### config.mk
export PLATFORM = sky130hd
export DESIGN_NAME = base64_encoder_line_wrap_unit
export DESIGN_NICKNAME = d
export VERILOG_FILES = /design/src/hw/rtl/b64lw_pkg.sv /design/src/hw/rtl/b64lw_front.sv /design/src/hw/rtl/b64lw_queue.sv /design/src/hw/rtl/b64lw_back.sv /design/src/hw/rtl/base64_encoder_line_wrap_unit.sv
export SDC_FILE = /design/constraint.sdc
export NUM_CORES = 1
export LEC_CHECK = 0
export BUFFER_PORTS_ARGS = -buffer_cell sky130_fd_sc_hd__buf_2
export CAP_MARGIN = 20
export CORE_MARGIN = 4
export CORE_UTILIZATION = 59
export DETAILED_ROUTE_END_ITERATION = 8
export HOLD_SLACK_MARGIN = 0.03
export PLACE_DENSITY = 0.81
export SETUP_SLACK_MARGIN = 0.5
export SYNTH_ARGS = -nofsm -noshare
export SYNTH_HDL_FRONTEND = slang
export SYNTH_SLANG_ARGS = --single-unit
### constraint.sdc
create_clock -name clk -period 3.5 [get_ports clk]
set_input_delay 0.7 -clock clk [delete_from_list [all_inputs] [get_ports clk]]
set_output_delay 0.7 -clock clk [all_outputs]
set_load 0.05 [all_outputs]
### src/hw/rtl/b64lw_pkg.sv
package b64lw_pkg;

  // Default sizes
  localparam int unsigned QUEUE_DEPTH_DEF = 4;
  localparam logic [7:0]  LINE_LENGTH_RST = 8'd76;
  localparam logic [7:0]  MIN_LINE        = 8'd4;

  // Character codes
  localparam logic [7:0] PAD_CHAR = 8'h3D;
  localparam logic [7:0] CR_CHAR  = 8'h0D;
  localparam logic [7:0] LF_CHAR  = 8'h0A;

  // Register byte offsets
  localparam logic [2:0] REG_LINE_LENGTH = 3'd0;

  // Input transaction
  typedef struct packed {
    logic [7:0] data_byte;
    logic       last_byte;
  } in_item_t;

  // Result transaction
  typedef struct packed {
    logic [7:0] out_char;
    logic       end_of_text;
  } out_item_t;

  // One classified input byte: up to four characters, no line breaks yet
  typedef struct packed {
    logic [3:0][7:0] chars;
    logic [1:0]      last_idx;   // index of the final character in chars
    logic            last;       // closes the message
  } grp_t;

  // Map a 6-bit value to its base64 symbol
  function automatic logic [7:0] sym(input logic [5:0] v);
    logic [7:0] r;
    if (v < 6'd26) begin
      r = 8'h41 + {2'b00, v};
    end else if (v < 6'd52) begin
      r = 8'h61 + {2'b00, v} - 8'd26;
    end else if (v < 6'd62) begin
      r = 8'h30 + {2'b00, v} - 8'd52;
    end else if (v == 6'd62) begin
      r = 8'h2B;
    end else begin
      r = 8'h2F;
    end
    return r;
  endfunction

endpackage

### src/hw/rtl/b64lw_front.sv
module b64lw_front (
  input  logic               clk,
  input  logic               rst_n,
  input  logic               in_fire,
  input  b64lw_pkg::in_item_t in_item,
  output b64lw_pkg::grp_t    grp
);
  import b64lw_pkg::*;

  logic [1:0] phase_r, phase_nxt;
  logic [3:0] left_r, left_nxt;
  logic [7:0] b;

  assign b = in_item.data_byte;

  // Classify the byte into its group characters and next phase
  always_comb begin
    grp       = '0;
    phase_nxt = phase_r;
    left_nxt  = left_r;
    grp.last  = in_item.last_byte;
    unique case (phase_r)
      2'd1: begin
        grp.chars[0] = sym({left_r[1:0], b[7:4]});
        if (in_item.last_byte) begin
          grp.chars[1] = sym({b[3:0], 2'b00});
          grp.chars[2] = PAD_CHAR;
          grp.last_idx = 2'd2;
        end else begin
          grp.last_idx = 2'd0;
          left_nxt     = b[3:0];
          phase_nxt    = 2'd2;
        end
      end
      2'd2: begin
        grp.chars[0] = sym({left_r, b[7:6]});
        grp.chars[1] = sym(b[5:0]);
        grp.last_idx = 2'd1;
        left_nxt     = 4'd0;
        phase_nxt    = 2'd0;
      end
      default: begin
        grp.chars[0] = sym(b[7:2]);
        if (in_item.last_byte) begin
          grp.chars[1] = sym({b[1:0], 4'b0000});
          grp.chars[2] = PAD_CHAR;
          grp.chars[3] = PAD_CHAR;
          grp.last_idx = 2'd3;
        end else begin
          grp.last_idx = 2'd0;
          left_nxt     = {2'b00, b[1:0]};
          phase_nxt    = 2'd1;
        end
      end
    endcase
    if (in_item.last_byte) begin
      phase_nxt = 2'd0;
      left_nxt  = 4'd0;
    end
  end

  // Advance group state on each accepted transaction
  always_ff @(posedge clk) begin
    if (!rst_n) begin
      phase_r <= 2'd0;
      left_r  <= 4'd0;
    end else if (in_fire) begin
      phase_r <= phase_nxt;
      left_r  <= left_nxt;
    end
  end

endmodule

### src/hw/rtl/b64lw_queue.sv
module b64lw_queue #(
  parameter int unsigned Depth = 4
) (
  input  logic           clk,
  input  logic           rst_n,
  input  logic           wr_en,
  input  b64lw_pkg::grp_t wr_data,
  input  logic           rd_en,
  output b64lw_pkg::grp_t rd_data,
  output logic           full,
  output logic           empty
);
  import b64lw_pkg::*;

  localparam int unsigned PtrW = (Depth > 1) ? $clog2(Depth) : 1;
  localparam int unsigned CntW = $clog2(Depth + 1);
  localparam logic [PtrW-1:0] LastPtr = PtrW'(Depth - 1);

  grp_t            mem_r [Depth];
  logic [PtrW-1:0] wptr_r, wptr_nxt;
  logic [PtrW-1:0] rptr_r, rptr_nxt;
  logic [CntW-1:0] cnt_r, cnt_nxt;

  assign full    = (cnt_r == CntW'(Depth));
  assign empty   = (cnt_r == '0);
  assign rd_data = mem_r[rptr_r];

  // Advance pointers with wrap at the depth
  always_comb begin
    wptr_nxt = wptr_r;
    rptr_nxt = rptr_r;
    cnt_nxt  = cnt_r;
    if (wr_en) begin
      wptr_nxt = (wptr_r == LastPtr) ? '0 : wptr_r + 1'b1;
    end
    if (rd_en) begin
      rptr_nxt = (rptr_r == LastPtr) ? '0 : rptr_r + 1'b1;
    end
    if (wr_en && !rd_en) begin
      cnt_nxt = cnt_r + 1'b1;
    end else if (!wr_en && rd_en) begin
      cnt_nxt = cnt_r - 1'b1;
    end
  end

  always_ff @(posedge clk) begin
    if (!rst_n) begin
      wptr_r <= '0;
      rptr_r <= '0;
      cnt_r  <= '0;
    end else begin
      wptr_r <= wptr_nxt;
      rptr_r <= rptr_nxt;
      cnt_r  <= cnt_nxt;
    end
  end

  // Hold entries
  always_ff @(posedge clk) begin
    if (wr_en) begin
      mem_r[wptr_r] <= wr_data;
    end
  end

endmodule

### src/hw/rtl/b64lw_back.sv
module b64lw_back (
  input  logic                clk,
  input  logic                rst_n,
  input  logic [7:0]          line_length,
  input  logic                q_empty,
  input  b64lw_pkg::grp_t     q_head,
  output logic                q_pop,
  input  logic                pop,
  output logic                empty,
  output b64lw_pkg::out_item_t out_data
);
  import b64lw_pkg::*;

  typedef enum logic [1:0] {
    BK_CHAR = 2'b01,
    BK_LF   = 2'b10
  } bk_state_t;

  bk_state_t  state_r, state_nxt;
  logic [1:0] pos_r, pos_nxt;
  logic [7:0] col_r, col_nxt;
  logic       ov_r, ov_nxt;
  out_item_t  od_r, od_nxt;
  logic [7:0] limit;
  logic       slot_free;

  assign limit     = (line_length < MIN_LINE) ? MIN_LINE : line_length;
  assign slot_free = !ov_r || pop;
  assign empty     = !ov_r;
  assign out_data  = od_r;

  // Emit one char per cycle unless stalled; CR LF at the line limit
  always_comb begin
    state_nxt = state_r;
    pos_nxt   = pos_r;
    col_nxt   = col_r;
    od_nxt    = od_r;
    ov_nxt    = ov_r && !pop;
    q_pop     = 1'b0;
    if (slot_free && !q_empty) begin
      ov_nxt = 1'b1;
      unique case (state_r)
        BK_LF: begin
          od_nxt    = '{out_char: LF_CHAR, end_of_text: 1'b0};
          col_nxt   = 8'd0;
          state_nxt = BK_CHAR;
        end
        BK_CHAR: begin
          if (col_r >= limit) begin
            od_nxt    = '{out_char: CR_CHAR, end_of_text: 1'b0};
            state_nxt = BK_LF;
          end else begin
            od_nxt.out_char    = q_head.chars[pos_r];
            od_nxt.end_of_text = q_head.last && (pos_r == q_head.last_idx);
            col_nxt            = col_r + 8'd1;
            pos_nxt            = pos_r + 2'd1;
            if (pos_r == q_head.last_idx) begin
              q_pop   = 1'b1;
              pos_nxt = 2'd0;
              if (q_head.last) begin
                col_nxt = 8'd0;
              end
            end
          end
        end
        default: begin
          state_nxt = BK_CHAR;
        end
      endcase
    end
  end

  always_ff @(posedge clk) begin
    if (!rst_n) begin
      state_r <= BK_CHAR;
      pos_r   <= 2'd0;
      col_r   <= 8'd0;
      ov_r    <= 1'b0;
    end else begin
      state_r <= state_nxt;
      pos_r   <= pos_nxt;
      col_r   <= col_nxt;
      ov_r    <= ov_nxt;
    end
  end

  // Hold the result payload
  always_ff @(posedge clk) begin
    od_r <= od_nxt;
  end

endmodule

### src/hw/rtl/base64_encoder_line_wrap_unit.sv
// Streaming base64 encoder with CR LF line wrapping.
// Input channel: push one byte with its last-byte flag while full is low.
// Result channel: while empty is low, out_data holds the oldest encoded
// character (symbol, '=', CR or LF); pop takes it. end_of_text marks the
// final character of a message.
// Configuration: APB register line_length at offset 0 (values below 4 act
// as 4); write it only while the block is idle.
// An accepted byte is written into the queue, and its first character is
// then registered in the output register before it shows on out_data.
// Throughput: one character per cycle while the receiver pops and the queue
// holds a group, set by the single output register; a byte yields one or
// two characters mid-message (up to six with padding and a line break).
// Reset clears group phase, leftover bits, line column and the queue, and
// sets line_length to 76.
// A stalled receiver holds the output register; accepted bytes collect in
// the queue between front and back, and full rises once it holds
// QueueDepth transactions.
module base64_encoder_line_wrap_unit #(
  parameter int unsigned QueueDepth = b64lw_pkg::QUEUE_DEPTH_DEF
) (
  input  logic                 clk,
  input  logic                 rst_n,
  input  logic                 push,
  output logic                 full,
  input  b64lw_pkg::in_item_t  in_data,
  output logic                 empty,
  input  logic                 pop,
  output b64lw_pkg::out_item_t out_data,
  input  logic                 psel,
  input  logic                 penable,
  input  logic                 pwrite,
  input  logic [2:0]           paddr,
  input  logic [31:0]          pwdata,
  output logic [31:0]          prdata,
  output logic                 pready
);
  import b64lw_pkg::*;

  logic       in_fire;
  grp_t       grp;
  grp_t       q_head;
  logic       q_empty;
  logic       q_pop;
  logic [7:0] line_length_r;
  logic       reg_sel;

  assign in_fire = push && !full;
  assign pready  = 1'b1;
  assign reg_sel = (paddr[2] == REG_LINE_LENGTH[2]);

  // Register write and read
  always_ff @(posedge clk) begin
    if (!rst_n) begin
      line_length_r <= LINE_LENGTH_RST;
    end else if (psel && penable && pwrite && pready && reg_sel) begin
      line_length_r <= pwdata[7:0];
    end
  end

  assign prdata = reg_sel ? {24'd0, line_length_r} : 32'd0;

  b64lw_front u_front (
    .clk     (clk),
    .rst_n   (rst_n),
    .in_fire (in_fire),
    .in_item (in_data),
    .grp     (grp)
  );

  b64lw_queue #(
    .Depth (QueueDepth)
  ) u_queue (
    .clk     (clk),
    .rst_n   (rst_n),
    .wr_en   (in_fire),
    .wr_data (grp),
    .rd_en   (q_pop),
    .rd_data (q_head),
    .full    (full),
    .empty   (q_empty)
  );

  b64lw_back u_back (
    .clk         (clk),
    .rst_n       (rst_n),
    .line_length (line_length_r),
    .q_empty     (q_empty),
    .q_head      (q_head),
    .q_pop       (q_pop),
    .pop         (pop),
    .empty       (empty),
    .out_data    (out_data)
  );

endmodule
==> key figures <==
Timing
  – Transition at the pin with the smallest max-transition slack: 0.957 ns
  – Final setup violation count: 0
  – Unrepaired setup endpoints after global routing: yes
  – Setup slack of the critical path after layout: 0.481 ns
  – Count of final hold-check violations: 0
  – Crit share post-route: 0.863
  – Final hold slack: 0.501 ns
  – Fmax: 331 MHz
  – Min cycle time layout: 3.02 ns
  – Worst max-slew margin expressed relative to the limit: 0.359
  – Post-Route Setup TNS: 0 ns
  – Count of final max-slew check failures: 0
  – Setup skew after layout: 0.00691 ns

Die
  – Die footprint: between 15000 and 20000 um^2
  – I/O pin total: 95
  – Die width: 123 um
  – Chip height: around 120 um
  – Initial cell density of the core: 0.608
  – Floorplan Core Area: roughly 13000 um^2
  – FP Rows: between 40 and 50

Routing
  – WL/cell: 19.4 um
  – DRT Pass-1 Iters: 5
  – DRC: 0
  – Total vias in the final route: slightly above 6000
  – Total wirelength of the detailed-routed design: between 15000 and 20000 um
  – Count of antenna-violating nets left after detailed routing: 0
  – Number of vias per cell after detailed routing: 6.22
  – Iter 0 DRT Violations: 598

Logic synthesis
  – Most used DFF post-synth: sky130_fd_sc_hd__edfxtp_1
  – Sequential-to-total area share from yosys stat: 0.437
  – Flops & latches, synth: between 100 and 150
  – Post-synth EDFFs: 89
  – Synthesized cell area: 7770 um^2
  – Number of distinct library cells after synthesis: 67
  – Mapped Cells: 745
  – Post-synthesis async set-or-reset flop share: 0
  – Post-Synthesis Mean Instance Area: about 10 um^2
  – Count of yosys warnings during synthesis: 0

Clocking
  – TritonCTS clock tree: yes
  – Latest clock arrival within the worst-skew pair: 0.41 ns
  – Max Root-Sink Buffers: 2
  – Number of buffers added to fix hold violations after cts: 0
  – Number of buffers added by the clock tree synthesis step: 17
  – Clock root buffer: sky130_fd_sc_hd__clkbuf_16
  – Level count of the clock H-tree: 4
  – Clk sinks: 125
  – Clock Pin Slew Worst Setup and Hold Paths: 0.05 ns

Power
  – Maximum resistive drop on vdd: 333 uV
  – Ratio of total power to cell area: 613 nW/um^2
  – Static Leak: between 0.003 and 0.004 uW

Worst setup path
  – Type of element capturing the critical path: register
  – Startpoint class of the critical path: register
  – Slowest Stage Delay on Critical Path: 0.35 ns
  – CP max stage cell: sky130_fd_sc_hd__fa_2
  – CP Data Arrival Time: between 3 and 4 ns
  – CP Launch Point: line_length_r[3]$_SDFFE_PN1P_
  – Most prevalent standard cell on the critical path: sky130_fd_sc_hd__nor4_4
  – Start of the worst register-to-register path: line_length_r[3]$_SDFFE_PN1P_
  – WP data required: ~3.8 ns
  – Crit path max fanout: 2
  – Kind of critical path: reg -> reg
  – Ordered list of cells on the worst path: nor4_4, nand2_1, and2_4, ha_1, and3_4, o21ai_4, a31oi_4, nor4_4, inv_1, ha_2, inv_2, fa_2, xor2_2, or3_1, a21boi_1

Global routing
  – Vias in the first global route: 5795
  – Number of antenna violations at the first check in global routing: 0
  – Global-route wire length before repair: between 20000 and 30000 um
  – GRT Resource Usage Total: 0.253
  – Total global routing overflow: 0
  – Largest net degree at the start of global routing: 31

Job
  – Max-cap check violation count: 0

Placed design
  – Port-buffer cells: 43
  – HPWL after DPL: ~13000 um
  – DP Worst Slack: 0.221 ns
  – Weighted congestion at the end of routability-driven global placement: 0.922

Layout
  – Fraction of layout instances using a drive strength above 1: 0.175
  – Antenna cells: 0
  – Net count, final: about 900
  – Layout overhead on the synthesized area: 12.9%

Hold path
  – Path type of the worst min-delay path: reg -> reg
  – Source of the worst hold timing path: u_front.phase_r[1]$_SDFFE_PN0P_

Run status
  – Status: complete, no violations
per-layer routing:
metal | global-route usage | part of all wire | vias up
met5 | 0 | 0 | -
met4 | 0.0833 | 0.022 | 0
met3 | 0.0429 | 0.069 | 38
met2 | 0.442 | 0.51 | 280
met1 | 0.317 | 0.39 | 2942
li1 | - | - | 2826
cell usage after synthesis, drive strengths merged, types with 4 or more instances:
cell	instances	area (um^2)
edfxtp	89	2670
nor4	4	40.0
and2	8	50.1
dfxtp	36	721
o221ai	8	70.1
a21o	6	45.0
a211oi	4	30.0
or3	6	37.5
inv	47	176
a21boi	18	135
a221oi	7	61.3
mux2i	20	200
nand4	9	56.3
o211ai	10	75.1
nand3	33	165
nand2b	10	62.6
nor3b	5	37.5
xor2	5	43.8
o311ai	4	35.0
mux4	20	458
o2111ai	5	43.8
nor2b	14	87.6
buf	34	243
a31o	4	35.0
and3	7	43.8
nand2	57	216
a32oi	5	43.8
nor3	15	75.1
xnor2	23	209
o21ai	23	115
nor2	41	154
clkbuf	30	114
ha	47	588
a21oi	34	170
o31a	4	35.0
a31oi	11	68.8
mux2	4	45.0
o22ai	6	37.5
flip-flops by register name (all words and copies together) (netlist names), named ones only:
register         count
u_front.left_r       4
u_back.pos_r         2
line_length_r        8
u_back.out_data      9
u_back.col_r         8
u_queue.cnt_r        3
u_queue.mem_r       80
u_front.phase_r      2
u_back.state_r       2
u_queue.wptr_r       2
u_queue.rptr_r       2
u_back.ov_r          1
what timing repair did:
| action | 4_1_cts | 5_1_grt |
|---|---|---|
| setup buffers | 5 | 2 |
| resized for setup | 13 | 4 |
| endpoints found under the setup margin | 2 | 2 |
| pin swaps | 10 | 7 |
kinds of logic (layout without fill, tap and decap cells):
logic type,count (synthesis),after routing,share of synthesized area
mux,44,44,0.0905
buf+inv,112,150,0.0691
flops,125,125,0.437
other cells,2,25,0.000966
simple gates,215,215,0.139
fa+ha+maj,48,48,0.0782
compound gates,171,171,0.154
xor+xnor,28,28,0.0325
critical path: cells and delay by family, from the launching register on:
family / cells / cell delay, ns
xor gates and xnor gates: 1 / 0.18
and+or+nand+nor: 6 / 1.08
buffers and inverters: 2 / 0.13
adders and majority gates: 3 / 0.79
AOI/OAI and AO/OA: 3 / 0.43
DFF: 1 / 0.33
power breakdown:
group	switching [uW]	internal, uW
clock	568	1090
combinational	1100	639
sequential	109	1880
total	1770	3610
path summary, 6_finish.rpt:
check,endpoint,cells after the start,slack [ns]
hold reg to reg,u_front.phase_r[1]$_SDFFE_PN0P_,2,0.50
setup / recovery,u_queue.cnt_r[2]$_SDFFE_PN0P_,15,0.48
setup reg to reg,u_queue.cnt_r[2]$_SDFFE_PN0P_,15,0.48
hold / removal,u_front.phase_r[1]$_SDFFE_PN0P_,2,0.50
final cells by class:
| cell class | instances | area [um^2] |
|---|---|---|
| sequential | 125 | 3400 |
| clock buffer | 19 | 433 |
| multi-input combinational | 531 | 4000 |
| timing repair buffer | 71 | 425 |
| tap | 172 | 215 |
| clock inverter | 12 | 128 |
| inverter | 48 | 180 |
| fill | 928 | 4000 |
cells in the final DEF, fill, tap and decap left out, types with 6 or more instances in the layout:
master / synthesis / final
sky130_fd_sc_hd__nor2b_1: 14 / 14
sky130_fd_sc_hd__nor2_1: 41 / 41
sky130_fd_sc_hd__mux2i_1: 20 / 20
sky130_fd_sc_hd__xnor2_1: 22 / 21
sky130_fd_sc_hd__a221oi_1: 7 / 7
sky130_fd_sc_hd__nand4_1: 9 / 9
sky130_fd_sc_hd__and2_1: 8 / 7
sky130_fd_sc_hd__o21ai_0: 23 / 22
sky130_fd_sc_hd__mux4_2: 18 / 19
sky130_fd_sc_hd__nor3_1: 15 / 15
sky130_fd_sc_hd__edfxtp_1: 89 / 89
sky130_fd_sc_hd__nand2b_1: 10 / 10
sky130_fd_sc_hd__nand2_1: 56 / 56
sky130_fd_sc_hd__a31oi_1: 11 / 10
sky130_fd_sc_hd__o221ai_1: 8 / 8
sky130_fd_sc_hd__a21o_1: 6 / 6
sky130_fd_sc_hd__a21boi_0: 18 / 17
sky130_fd_sc_hd__inv_1: 47 / 46
sky130_fd_sc_hd__and3_1: 7 / 6
sky130_fd_sc_hd__buf_4: 25 / 28
sky130_fd_sc_hd__buf_2: 5 / 43
sky130_fd_sc_hd__nand3_1: 33 / 33
sky130_fd_sc_hd__clkinv_1: 1 / 7
sky130_fd_sc_hd__dfxtp_1: 36 / 33
sky130_fd_sc_hd__a21oi_1: 34 / 34
sky130_fd_sc_hd__o22ai_1: 6 / 6
sky130_fd_sc_hd__ha_1: 47 / 46
sky130_fd_sc_hd__clkbuf_16: 0 / 17
sky130_fd_sc_hd__conb_1: 2 / 25
sky130_fd_sc_hd__o211ai_1: 10 / 10
sky130_fd_sc_hd__or3_1: 6 / 6
stage by stage:
step                cells  power (uW)  instance area, um^2  utilization
finish                978        5380                 8780        0.687
global route          978        5620                 8780        0.687
CTS                   976        5340                 8750        0.685
detailed placement    940        3660                 8100        0.634
global placement      940        3600                 8100        0.634
floorplan             768        3310                 7870            -
Note: power is estimated with default switching activity, not from simulation.
